`config.mk`:
```
export PLATFORM = sky130hd
export DESIGN_NAME = ccc_lane
export DESIGN_NICKNAME = d
export VERILOG_FILES = /design/src/rtl/core/ccc_pkg.sv /design/src/rtl/core/ccc_lane.sv
export SDC_FILE = /design/constraint.sdc
export NUM_CORES = 2
export LEC_CHECK = 0
export BUFFER_PORTS_ARGS = -buffer_cell sky130_fd_sc_hd__buf_2
export CAP_MARGIN = 15
export CORE_MARGIN = 2
export CORE_UTILIZATION = 46
export CTS_CLUSTER_SIZE = 25
export DETAILED_ROUTE_END_ITERATION = 8
export PLACE_DENSITY = 0.66
export SYNTH_ARGS = -nofsm -noshare
export SYNTH_HDL_FRONTEND = slang
export SYNTH_SLANG_ARGS = --single-unit
```
`constraint.sdc`:
```
create_clock -name clk -period 9.5 [get_ports clk]
set_clock_uncertainty 0.05 [all_clocks]
set_input_delay 0 -clock clk [delete_from_list [all_inputs] [get_ports clk]]
set_output_delay 0 -clock clk [all_outputs]
set_load 0.05 [all_outputs]
```
`src/rtl/core/ccc_pkg.sv`:
```
`timescale 1ns / 1ps
// ----------------------------------------------------------------------------
// ccc_pkg
// Shared types and constants for the 11-bit coefficient compress codec.
// ----------------------------------------------------------------------------
package ccc_pkg;

  localparam int LANES       = 8;
  localparam int CODE_W      = 11;
  localparam int COEF_W      = 13;
  localparam int HALF_W      = 12;
  localparam int RECIP_W     = 28;
  localparam int RECIP_SHIFT = 29;
  localparam int PACK_W      = LANES * CODE_W;
  localparam int PACK_LO_W   = 64;
  localparam int PACK_HI_W   = PACK_W - PACK_LO_W;
  localparam int DIV_W       = COEF_W + CODE_W + 1;     // (c << 11) + q/2
  localparam int PROD_W      = RECIP_SHIFT + CODE_W;    // bits kept from a lane
  localparam int EXP_W       = CODE_W + COEF_W;         // v * q
  localparam int ADDR_W      = 4;
  localparam int DATA_W      = 32;

  localparam logic [EXP_W-1:0]   DECOMP_ROUND  = EXP_W'(1024);
  localparam logic [COEF_W-1:0]  MODULUS_RST   = COEF_W'(7681);
  localparam logic [HALF_W-1:0]  HALF_RST      = HALF_W'(3840);
  localparam logic [RECIP_W-1:0] RECIP_RST     = RECIP_W'(69896);

  localparam logic [1:0] REG_MODULUS    = 2'd0;
  localparam logic [1:0] REG_HALF       = 2'd1;
  localparam logic [1:0] REG_RECIPROCAL = 2'd2;

  typedef enum logic {
    OP_COMPRESS   = 1'b0,
    OP_DECOMPRESS = 1'b1
  } op_t;

  typedef logic [PROD_W-1:0] prod_t;
  typedef logic [CODE_W-1:0] code_t;
  typedef logic [COEF_W-1:0] coef_t;

  typedef struct packed {
    logic [COEF_W-1:0]  modulus;
    logic [HALF_W-1:0]  modulus_half;
    logic [RECIP_W-1:0] reciprocal;
  } cfg_t;

endpackage

```
`src/rtl/core/ccc_lane.sv`:
```
`timescale 1ns / 1ps
// ----------------------------------------------------------------------------
// ccc_lane
// One coefficient lane: a single shared multiplier that forms either the
// reciprocal product for compression or v*q for decompression.
// ----------------------------------------------------------------------------
module ccc_lane (
  input  logic             clk,
  input  ccc_pkg::op_t     op,
  input  ccc_pkg::coef_t   coef,
  input  ccc_pkg::code_t   code,
  input  ccc_pkg::cfg_t    cfg,
  output ccc_pkg::prod_t   prod_r
);

  localparam int MUL_A_W = ccc_pkg::DIV_W;
  localparam int MUL_B_W = ccc_pkg::RECIP_W;

  logic [MUL_A_W-1:0]         div_in;
  logic [MUL_A_W-1:0]         mul_a;
  logic [MUL_B_W-1:0]         mul_b;
  logic [MUL_A_W+MUL_B_W-1:0] full;
  ccc_pkg::prod_t             prod_nxt;

  always_comb begin
    div_in = {1'b0, coef, {ccc_pkg::CODE_W{1'b0}}}
           + MUL_A_W'(cfg.modulus_half);
    if (op == ccc_pkg::OP_DECOMPRESS) begin
      mul_a = MUL_A_W'(code);
      mul_b = MUL_B_W'(cfg.modulus);
    end else begin
      mul_a = div_in;
      mul_b = cfg.reciprocal;
    end
    full     = (MUL_A_W+MUL_B_W)'(mul_a) * (MUL_A_W+MUL_B_W)'(mul_b);
    prod_nxt = full[ccc_pkg::PROD_W-1:0];
  end

  always_ff @(posedge clk) begin
    prod_r <= prod_nxt;
  end

endmodule

```
==> impl_metrics.json <==
{
  "status": "finished, final reports clean",
  "async_flop_share": 0,
  "drc": 0,
  "fmax_ghz": 0.1220,
  "crit_required_ns": 9.68,
  "post_cts_resized": 0,
  "die-area_um2": 46300,
  "gr-max-usage-layer": "met2",
  "post-route-period-util": 0.8627,
  "final_common_cell": "inv_1",
  "synthFlopType": "dfxtp_1",
  "synth_edf_count": 0,
  "io_pins": 119,
  "crit_type": "input pin to register",
  "netlist_instances": 2311,
  "drtAntennaViolNets": 0,
  "largest_reg_flops": 40,
  "nFillCells": 4241,
  "viasPerCell": 5.316,
  "cts.clk_slew.worst_paths_ns": 0.08,
  "antenna-diode-count": 0,
  "yosys-top-cells-area": "fa_1 51%, inv_1 11%, ha_1 7.8%, nand2_1 6.7%, and2_1 5.2%",
  "yosysWarningCount": 0,
  "synth_seq_cells": 40,
  "largest_register": "prod_r",
  "cts_hold_buf": 0,
  "clock_path_buffers": 2,
  "cts_tree": "done",
  "grt_pass1_wl_mm": 96.68,
  "grt_max_degree": 66,
  "setup_viol": 0,
  "die_x_um": 215.2,
  "setup_tns_ns": 0,
  "slew_violations": 0,
  "via_count": 15860,
  "critPathMaxFanout": 14,
  "io_buffers": 118,
  "critPathTopFamily": "adder cells",
  "rows": 77,
  "critPathSlowestCell": "nor3b_1",
  "dpl.hpwl_mm": 51.97,
  "wirelength_mm": 61.76,
  "start_util": 0.4649,
  "hp-class": "input pin to register",
  "min_period_ns": 8.196,
  "avgRoutedWirePerCell_um": 20.70,
  "grt_antenna_before_repair": 2,
  "ys_types": 64,
  "first_global_vias": 17220,
  "tightest_slew_ns": 1.210,
  "grtUsageMet3": 0.07247,
  "cts_made_buffers": 5,
  "syn-num-nets": 3038,
  "postCtsSetupBuffers": 0,
  "finalHoldViolations": 0,
  "synth_top_area_frac": 0.5075,
  "nets": 3119,
  "synth-seq-area-share": 0.03904,
  "relSlewSlack": 0.1897,
  "hold_depth": 4,
  "drt_iter0_drc": 992,
  "final_cell_mix": "582 x inv_1, 520 x fa_1, 368 x nand2_1",
  "syn-cell-area_um2": 20510,
  "grt_use_met1": 0.3469,
  "cts_root_buffer": "clkbuf_16",
  "rsz0062_at_grt": "false",
  "first_pass_iters": 5,
  "grtUsageTotal": 0.2786,
  "cp_num_cells": 29,
  "htreeDepth": 2,
  "critical_path.most_common_cell": "fa_1",
  "synth_top_area_cell": "fa_1",
  "crit_buf_inv": 7,
  "start_kind": "input pin",
  "core_um2": 44120,
  "worst_path_largest_cell_delay_ns": 0.71,
  "die_h_um": 215.2,
  "grt_util_met2": 0.4517,
  "avgSynthCellArea_um2": 8.876,
  "critPathArrivalTime_ns": 8.38,
  "reg_top3": "prod_r (40)",
  "overflow": 0,
  "drive_gt1_frac": 0.08863,
  "finalWeightedCongestion": 0.9718,
  "cp-end-kind": "register",
  "cts_sinks": 40,
  "area_growth_pct": 7.252,
  "maxCapViolations": 0
}
-- area by class of cell --
| type | instances | area, um^2 | share of cell area |
|---|---|---|---|
| multi-input cells | 1594 | 17150 | 0.7793 |
| repair buffers | 169 | 992.2 | 0.04510 |
| clock inverters | 2 | 12.51 | 0.0005687 |
| clock buffers | 5 | 125.1 | 0.005687 |
| flip-flops and latches | 40 | 800.8 | 0.03640 |
| inverters | 582 | 2185 | 0.09930 |
| well taps | 592 | 740.7 | 0.03367 |
-- synth_stat cells, types with 3 or more instances --
master and instances:
buf_2 3, a21oi_1 34, mux2_2 13, o21ai_0 13, or3_1 4, nand3_1 9, a31oi_1 4, nor2_1 109
and2_1 169, nand2_1 368, ha_1 128, o21a_1 4, o21bai_1 4, and4_1 3, nand2b_1 6, nor4_1 3
xor2_1 16, a221oi_1 3, xnor3_1 3, a21o_1 29, nor2b_1 23, fa_1 520, mux2i_1 14, nor3_1 16
xnor2_1 41, inv_1 582, clkbuf_1 85, nand4_1 5, buf_1 6, a211oi_1 3, dfxtp_1 40, or2_2 9
-- logic make-up after synthesis --
group | share of synthesized area
AND/OR/NAND/NOR | 0.1696
AO/OA/AOI/OAI | 0.03763
multiplexers | 0.01397
flip-flops | 0.03904
adder cells (fa/ha/maj) | 0.5855
XOR/XNOR | 0.02879
buffers and inverters | 0.1255
-- per-layer routing --
layer / part of all wire / routed length [um]
met5: 0 / 0
met4: 0.054 / 3352
met3: 0.096 / 5907
met2: 0.47 / 28900
met1: 0.38 / 23600
-- worst paths after layout --
kind / start / endpoint / slack (ns)
hold / removal: cfg[40] / prod_r[0] / 0.19
setup / recovery: coef[0] / prod_r[39] / 1.30
-- worst min-delay path: stages --
cell	delay (ns)
buf_2	0.09
mux2i_1	0.06
buf_4	0.21
nor2_1	0.15
-- per-stage QoR --
stage / instances / utilization / hold slack (ns) / cell area, um^2 / worst slack [ns]
finish: 2984 / 0.4986 / 0.1879 / 22000 / 1.304
global route: 2984 / 0.4986 / 0.2122 / 22000 / 0.9282
CTS: 2982 / 0.4982 / 0.1681 / 21980 / 1.290
detailed placement: 2975 / 0.4951 / 0.4185 / 21840 / 1.001
global placement: 2975 / 0.4951 / 0.4200 / 21840 / 1.158
floorplan: 2311 / - / 0.1656 / 20510 / 2.237
Power is left out: the tool's default activity adds up to more than one toggle a clock period on the data nets, which glitch-free logic cannot reach.
