### src/rtl/core/ccc_pkg.sv
`timescale 1ns / 1ps
// ----------------------------------------------------------------------------
// ccc_pkg
// Shared types and constants for the 11-bit coefficient compress codec.
// ----------------------------------------------------------------------------
package ccc_pkg;

  localparam int LANES       = 8;
  localparam int CODE_W      = 11;
  localparam int COEF_W      = 13;
  localparam int HALF_W      = 12;
  localparam int RECIP_W     = 28;
  localparam int RECIP_SHIFT = 29;
  localparam int PACK_W      = LANES * CODE_W;
  localparam int PACK_LO_W   = 64;
  localparam int PACK_HI_W   = PACK_W - PACK_LO_W;
  localparam int DIV_W       = COEF_W + CODE_W + 1;     // (c << 11) + q/2
  localparam int PROD_W      = RECIP_SHIFT + CODE_W;    // bits kept from a lane
  localparam int EXP_W       = CODE_W + COEF_W;         // v * q
  localparam int ADDR_W      = 4;
  localparam int DATA_W      = 32;

  localparam logic [EXP_W-1:0]   DECOMP_ROUND  = EXP_W'(1024);
  localparam logic [COEF_W-1:0]  MODULUS_RST   = COEF_W'(7681);
  localparam logic [HALF_W-1:0]  HALF_RST      = HALF_W'(3840);
  localparam logic [RECIP_W-1:0] RECIP_RST     = RECIP_W'(69896);

  localparam logic [1:0] REG_MODULUS    = 2'd0;
  localparam logic [1:0] REG_HALF       = 2'd1;
  localparam logic [1:0] REG_RECIPROCAL = 2'd2;

  typedef enum logic {
    OP_COMPRESS   = 1'b0,
    OP_DECOMPRESS = 1'b1
  } op_t;

  typedef logic [PROD_W-1:0] prod_t;
  typedef logic [CODE_W-1:0] code_t;
  typedef logic [COEF_W-1:0] coef_t;

  typedef struct packed {
    logic [COEF_W-1:0]  modulus;
    logic [HALF_W-1:0]  modulus_half;
    logic [RECIP_W-1:0] reciprocal;
  } cfg_t;

endpackage

### src/rtl/core/ccc_merge.sv
`timescale 1ns / 1ps
// ----------------------------------------------------------------------------
// ccc_merge
// Merge stage: pulls the code or rounded coefficient out of each lane
// product, packs codes into the 88-bit group and registers the result word.
// ----------------------------------------------------------------------------
module ccc_merge (
  input  logic                             clk,
  input  logic                             rst_n,
  input  logic                             valid,
  input  ccc_pkg::op_t                     op,
  input  ccc_pkg::prod_t                   prod [ccc_pkg::LANES],
  output logic                             valid_r,
  output ccc_pkg::coef_t                   coef_r [ccc_pkg::LANES],
  output logic [ccc_pkg::PACK_LO_W-1:0]    packed_lo_r,
  output logic [ccc_pkg::PACK_HI_W-1:0]    packed_hi_r
);

  logic [ccc_pkg::PACK_W-1:0]  packed_all;
  ccc_pkg::coef_t              coef_nxt [ccc_pkg::LANES];
  logic [ccc_pkg::EXP_W-1:0]   rounded  [ccc_pkg::LANES];
  logic [ccc_pkg::PACK_LO_W-1:0] packed_lo_nxt;
  logic [ccc_pkg::PACK_HI_W-1:0] packed_hi_nxt;

  always_comb begin
    packed_all = '0;
    for (int k = 0; k < ccc_pkg::LANES; k++) begin
      rounded[k] = prod[k][ccc_pkg::EXP_W-1:0] + ccc_pkg::DECOMP_ROUND;
      packed_all[k*ccc_pkg::CODE_W +: ccc_pkg::CODE_W] =
        prod[k][ccc_pkg::PROD_W-1:ccc_pkg::RECIP_SHIFT];
      coef_nxt[k] = '0;
      if (op == ccc_pkg::OP_DECOMPRESS) begin
        coef_nxt[k] = rounded[k][ccc_pkg::EXP_W-1:ccc_pkg::CODE_W];
      end
    end
    // drop the packed word on decompress
    if (op == ccc_pkg::OP_DECOMPRESS) begin
      packed_lo_nxt = '0;
      packed_hi_nxt = '0;
    end else begin
      packed_lo_nxt = packed_all[ccc_pkg::PACK_LO_W-1:0];
      packed_hi_nxt = packed_all[ccc_pkg::PACK_W-1:ccc_pkg::PACK_LO_W];
    end
  end

  always_ff @(posedge clk) begin
    if (!rst_n) begin
      valid_r <= 1'b0;
    end else begin
      valid_r <= valid;
    end
  end

  always_ff @(posedge clk) begin
    coef_r      <= coef_nxt;
    packed_lo_r <= packed_lo_nxt;
    packed_hi_r <= packed_hi_nxt;
  end

endmodule
### config.mk
export PLATFORM = sky130hd
export DESIGN_NAME = ccc_merge
export DESIGN_NICKNAME = d
export VERILOG_FILES = /design/src/rtl/core/ccc_pkg.sv /design/src/rtl/core/ccc_merge.sv
export SDC_FILE = /design/constraint.sdc
export NUM_CORES = 1
export LEC_CHECK = 0
export ABC_AREA = 1
export BUFFER_PORTS_ARGS = -buffer_cell sky130_fd_sc_hd__buf_2
export CORE_AREA = 2 2 201 203
export CTS_CLUSTER_DIAMETER = 200
export CTS_CLUSTER_SIZE = 10
export DETAILED_ROUTE_END_ITERATION = 12
export DIE_AREA = 0 0 203 205
export GPL_ROUTABILITY_DRIVEN = 0
export PLACE_DENSITY = 0.4
export SLEW_MARGIN = 20
export SYNTH_ARGS = -nofsm -noshare
export SYNTH_HDL_FRONTEND = slang
export SYNTH_SLANG_ARGS = --single-unit
### constraint.sdc
create_clock -name clk -period 1.4 [get_ports clk]
set_clock_uncertainty 0.2 [all_clocks]
set_input_delay 0.28 -clock clk [delete_from_list [all_inputs] [get_ports clk]]
set_output_delay 0.28 -clock clk [all_outputs]
set_load 0.01 [all_outputs]
==> impl_metrics.env <==
export IMPL_outcome="finished, violations left"
export IMPL_violations="setup timing"
export IMPL_grt_met1_usage=0.142
export IMPL_yosysSeqAreaShare=0.508
export IMPL_cts_tree="done"
export IMPL_drtPass1Iterations=4
export IMPL_grt_busiest_layer="met2"
export IMPL_ys_types=21
export IMPL_path_clk_slew_ns=0.08
export IMPL_fin_setup_tns_ns=-1.59
export IMPL_htree_num_levels=4
export IMPL_place_ws_ns=-0.100
export IMPL_powerDensity_nw_per_um2=966
export IMPL_netlist_instances=1036
export IMPL_leakagePower_nw=7.26
export IMPL_grt_pass1_vias=8632
export IMPL_ir_worst_vdd_uv=937
export IMPL_avgSynthCellArea_sq_um=7.34
export IMPL_arrival_ns=0.98
export IMPL_yosysTopAreaCellShare=0.508
export IMPL_critical_path_class="reg2out"
export IMPL_viasPerCell=3.89
export IMPL_synth_seq_cells=193
export IMPL_dp_hpwl_mm=21.3
export IMPL_worstPathMaxFanout=1
export IMPL_ant_nets=0
export IMPL_report_final_slew_viol_count=0
export IMPL_vias=8630
export IMPL_critPathRequiredTime_ns=0.92
export IMPL_fin_util=0.362
export IMPL_die_h_microns=205
export IMPL_crit_chain="buf_6"
export IMPL_antennaDiodeCount=0
export IMPL_cpMaxStageDelayCell="dfxtp_4"
export IMPL_core_sq_um=39400
export IMPL_routedWlPerCell_microns=13.1
export IMPL_grt_max_degree=40
export IMPL_use_met3=0.0549
export IMPL_drt_iter0_markers=266
export IMPL_worst_slack_ns=-0.0576
export IMPL_maxSlewHeadroom=0.808
export IMPL_cp_start_kind="register"
export IMPL_drive_above_1_share=0.388
export IMPL_grt_overflow=0
export IMPL_post_route_drc_count=0
export IMPL_setup_violations=138
export IMPL_syn_num_nets=1368
export IMPL_min_period_ns=1.46
export IMPL_synthToLayoutAreaGrowth_pct=87.3
export IMPL_grt_usage=0.139
export IMPL_rows=73
export IMPL_antenna_found_initial=2
export IMPL_cts_root_buf="clkbuf_16"
export IMPL_cts_buffer_depth=2
export IMPL_rsz0062_at_grt="yes"
export IMPL_port_buffers=396
export IMPL_fmax_mhz=686
export IMPL_netlist_area_sq_um=7610
export IMPL_synth_top_area_cell="dfxtp_1"
export IMPL_fillers=4076
export IMPL_finalHoldViolCount=0
export IMPL_initial_utilization=0.193
export IMPL_critPathMaxStageDelay_ns=0.36
export IMPL_final_nets=2014
export IMPL_routed_wl_mm=29.1
export IMPL_crit_family="flip-flops"
export IMPL_yosysWarnings=0
export IMPL_cp_end_kind="output pin"
export IMPL_grt_use_met2=0.253
export IMPL_clkSinkCount=193
export IMPL_synth_area_leaders="dfxtp_1 51%, nor2_1 11%, nand2_1 9.6%"
export IMPL_drv_cap=0
export IMPL_worst_pin_slew_ns=0.288
export IMPL_ios=517
export IMPL_grt_pass1_wl_mm=44.0
export IMPL_hp_class="in2reg"
export IMPL_post_route_period_util=1.04
export IMPL_die_w_microns=203
export IMPL_cts_made_buffers=17
export IMPL_path_buf_inv=1
export IMPL_die_area_sq_um=41600
[Yosys cell counts]
| library cell | n |
|---|---|
| nand2_2 | 8 |
| nand4_1 | 15 |
| a21oi_1 | 52 |
| nor2_1 | 217 |
| inv_2 | 3 |
| nor2_2 | 25 |
| clkbuf_1 | 1 |
| nand2_1 | 195 |
| inv_1 | 182 |
| nor2_4 | 13 |
| nand3_1 | 51 |
| nor3_1 | 8 |
| o21a_1 | 11 |
| clkbuf_2 | 1 |
| dfxtp_1 | 193 |
| nand3b_1 | 2 |
| o21bai_1 | 8 |
| buf_2 | 19 |
| o21ai_0 | 20 |
| ha_1 | 8 |
| nand3_2 | 4 |
[final timing paths]
path | slack [ns] | startpoint | to | cells past startpoint
setup / recovery | -0.06 | packed_lo_r[36]$_SDFF_PP0_ | packed_lo_r[36] | 1
hold / removal | 0.04 | prod[132] | coef_r[45]$_SDFF_PN0_ | 5
[sequential cells by signal, summed over array words and instances (netlist names)]
name,count
packed_hi_r,24
valid_r,1
coef_r,104
packed_lo_r,64
[cells in the final DEF (no fill, tap or decap), types with 6 or more instances in the layout]
cell,Yosys,routed
dfxtp_2,0,113
nor2_2,25,23
nor2_1,217,210
a21oi_1,52,52
inv_8,0,6
inv_1,182,180
nand2_2,8,14
nand3_2,4,7
nor3_1,8,8
ha_1,8,7
clkbuf_16,0,17
nand2_1,195,188
dlygate4sd3_1,0,207
nor2_4,13,22
nand4_1,15,15
dfxtp_1,193,79
nand3_1,51,48
buf_6,0,118
buf_2,19,274
o21a_1,11,11
o21bai_1,8,8
o21ai_0,20,17
buf_4,0,41
[metrics by stage]
stage               cells  power, mW  instance area (sq um)  hold slack [ns]
finish               2220       13.8                  14200           0.0432
global route         2220       14.5                  14200           0.0301
CTS                  2212       13.9                  13700           -0.144
detailed placement   1970       7.77                  10500            0.266
global placement     1970       7.78                  10500            0.256
floorplan            1036       6.78                   7610            0.169
[layer usage]
layer / routed length [microns] / vias up
li1: - / 4429
met1: 11300 / 3890
met2: 15100 / 279
met3: 2180 / 30
met4: 573 / 2
met5: 13 / -
[power breakdown]
group          switching [mW]  internal, mW  leakage [nW]
logic                    1.14          1.35          5.31
registers               0.122          5.84          1.64
clock network            2.55          2.78         0.310
[timing repair]
item                                    in CTS  in global routing
buffers inserted                             0                  8
hold buffers                               210                  2
pin swaps                                    0                 13
resized for setup                          150                158
endpoints found under the setup margin     193                222
endpoints found under the hold margin      193                  2
[tightest hold or removal path: stages]
cell and delay (ns):
buf_2 0.12, nand2_1 0.07, nor2_2 0.07, nand3_1 0.08, a21oi_1 0.07
[cell families after synthesis]
group                      synth area share
and+or+nand+nor                       0.308
buffers and inverters                 0.105
DFF                                   0.508
AOI/OAI and AO/OA                    0.0661
adders and majority gates            0.0132
[area by class of cell]
| type | instances | area [sq um] | share of cell area |
|---|---|---|---|
| tap | 525 | 657 | 0.0461 |
| multi-input combinational | 637 | 3050 | 0.214 |
| sequential | 193 | 4010 | 0.281 |
| clock buffer | 18 | 439 | 0.0308 |
| timing repair buffer | 648 | 5220 | 0.366 |
| clock inverter | 14 | 184 | 0.0129 |
| inverter | 185 | 694 | 0.0487 |
Power figures use the tool's default switching activity.
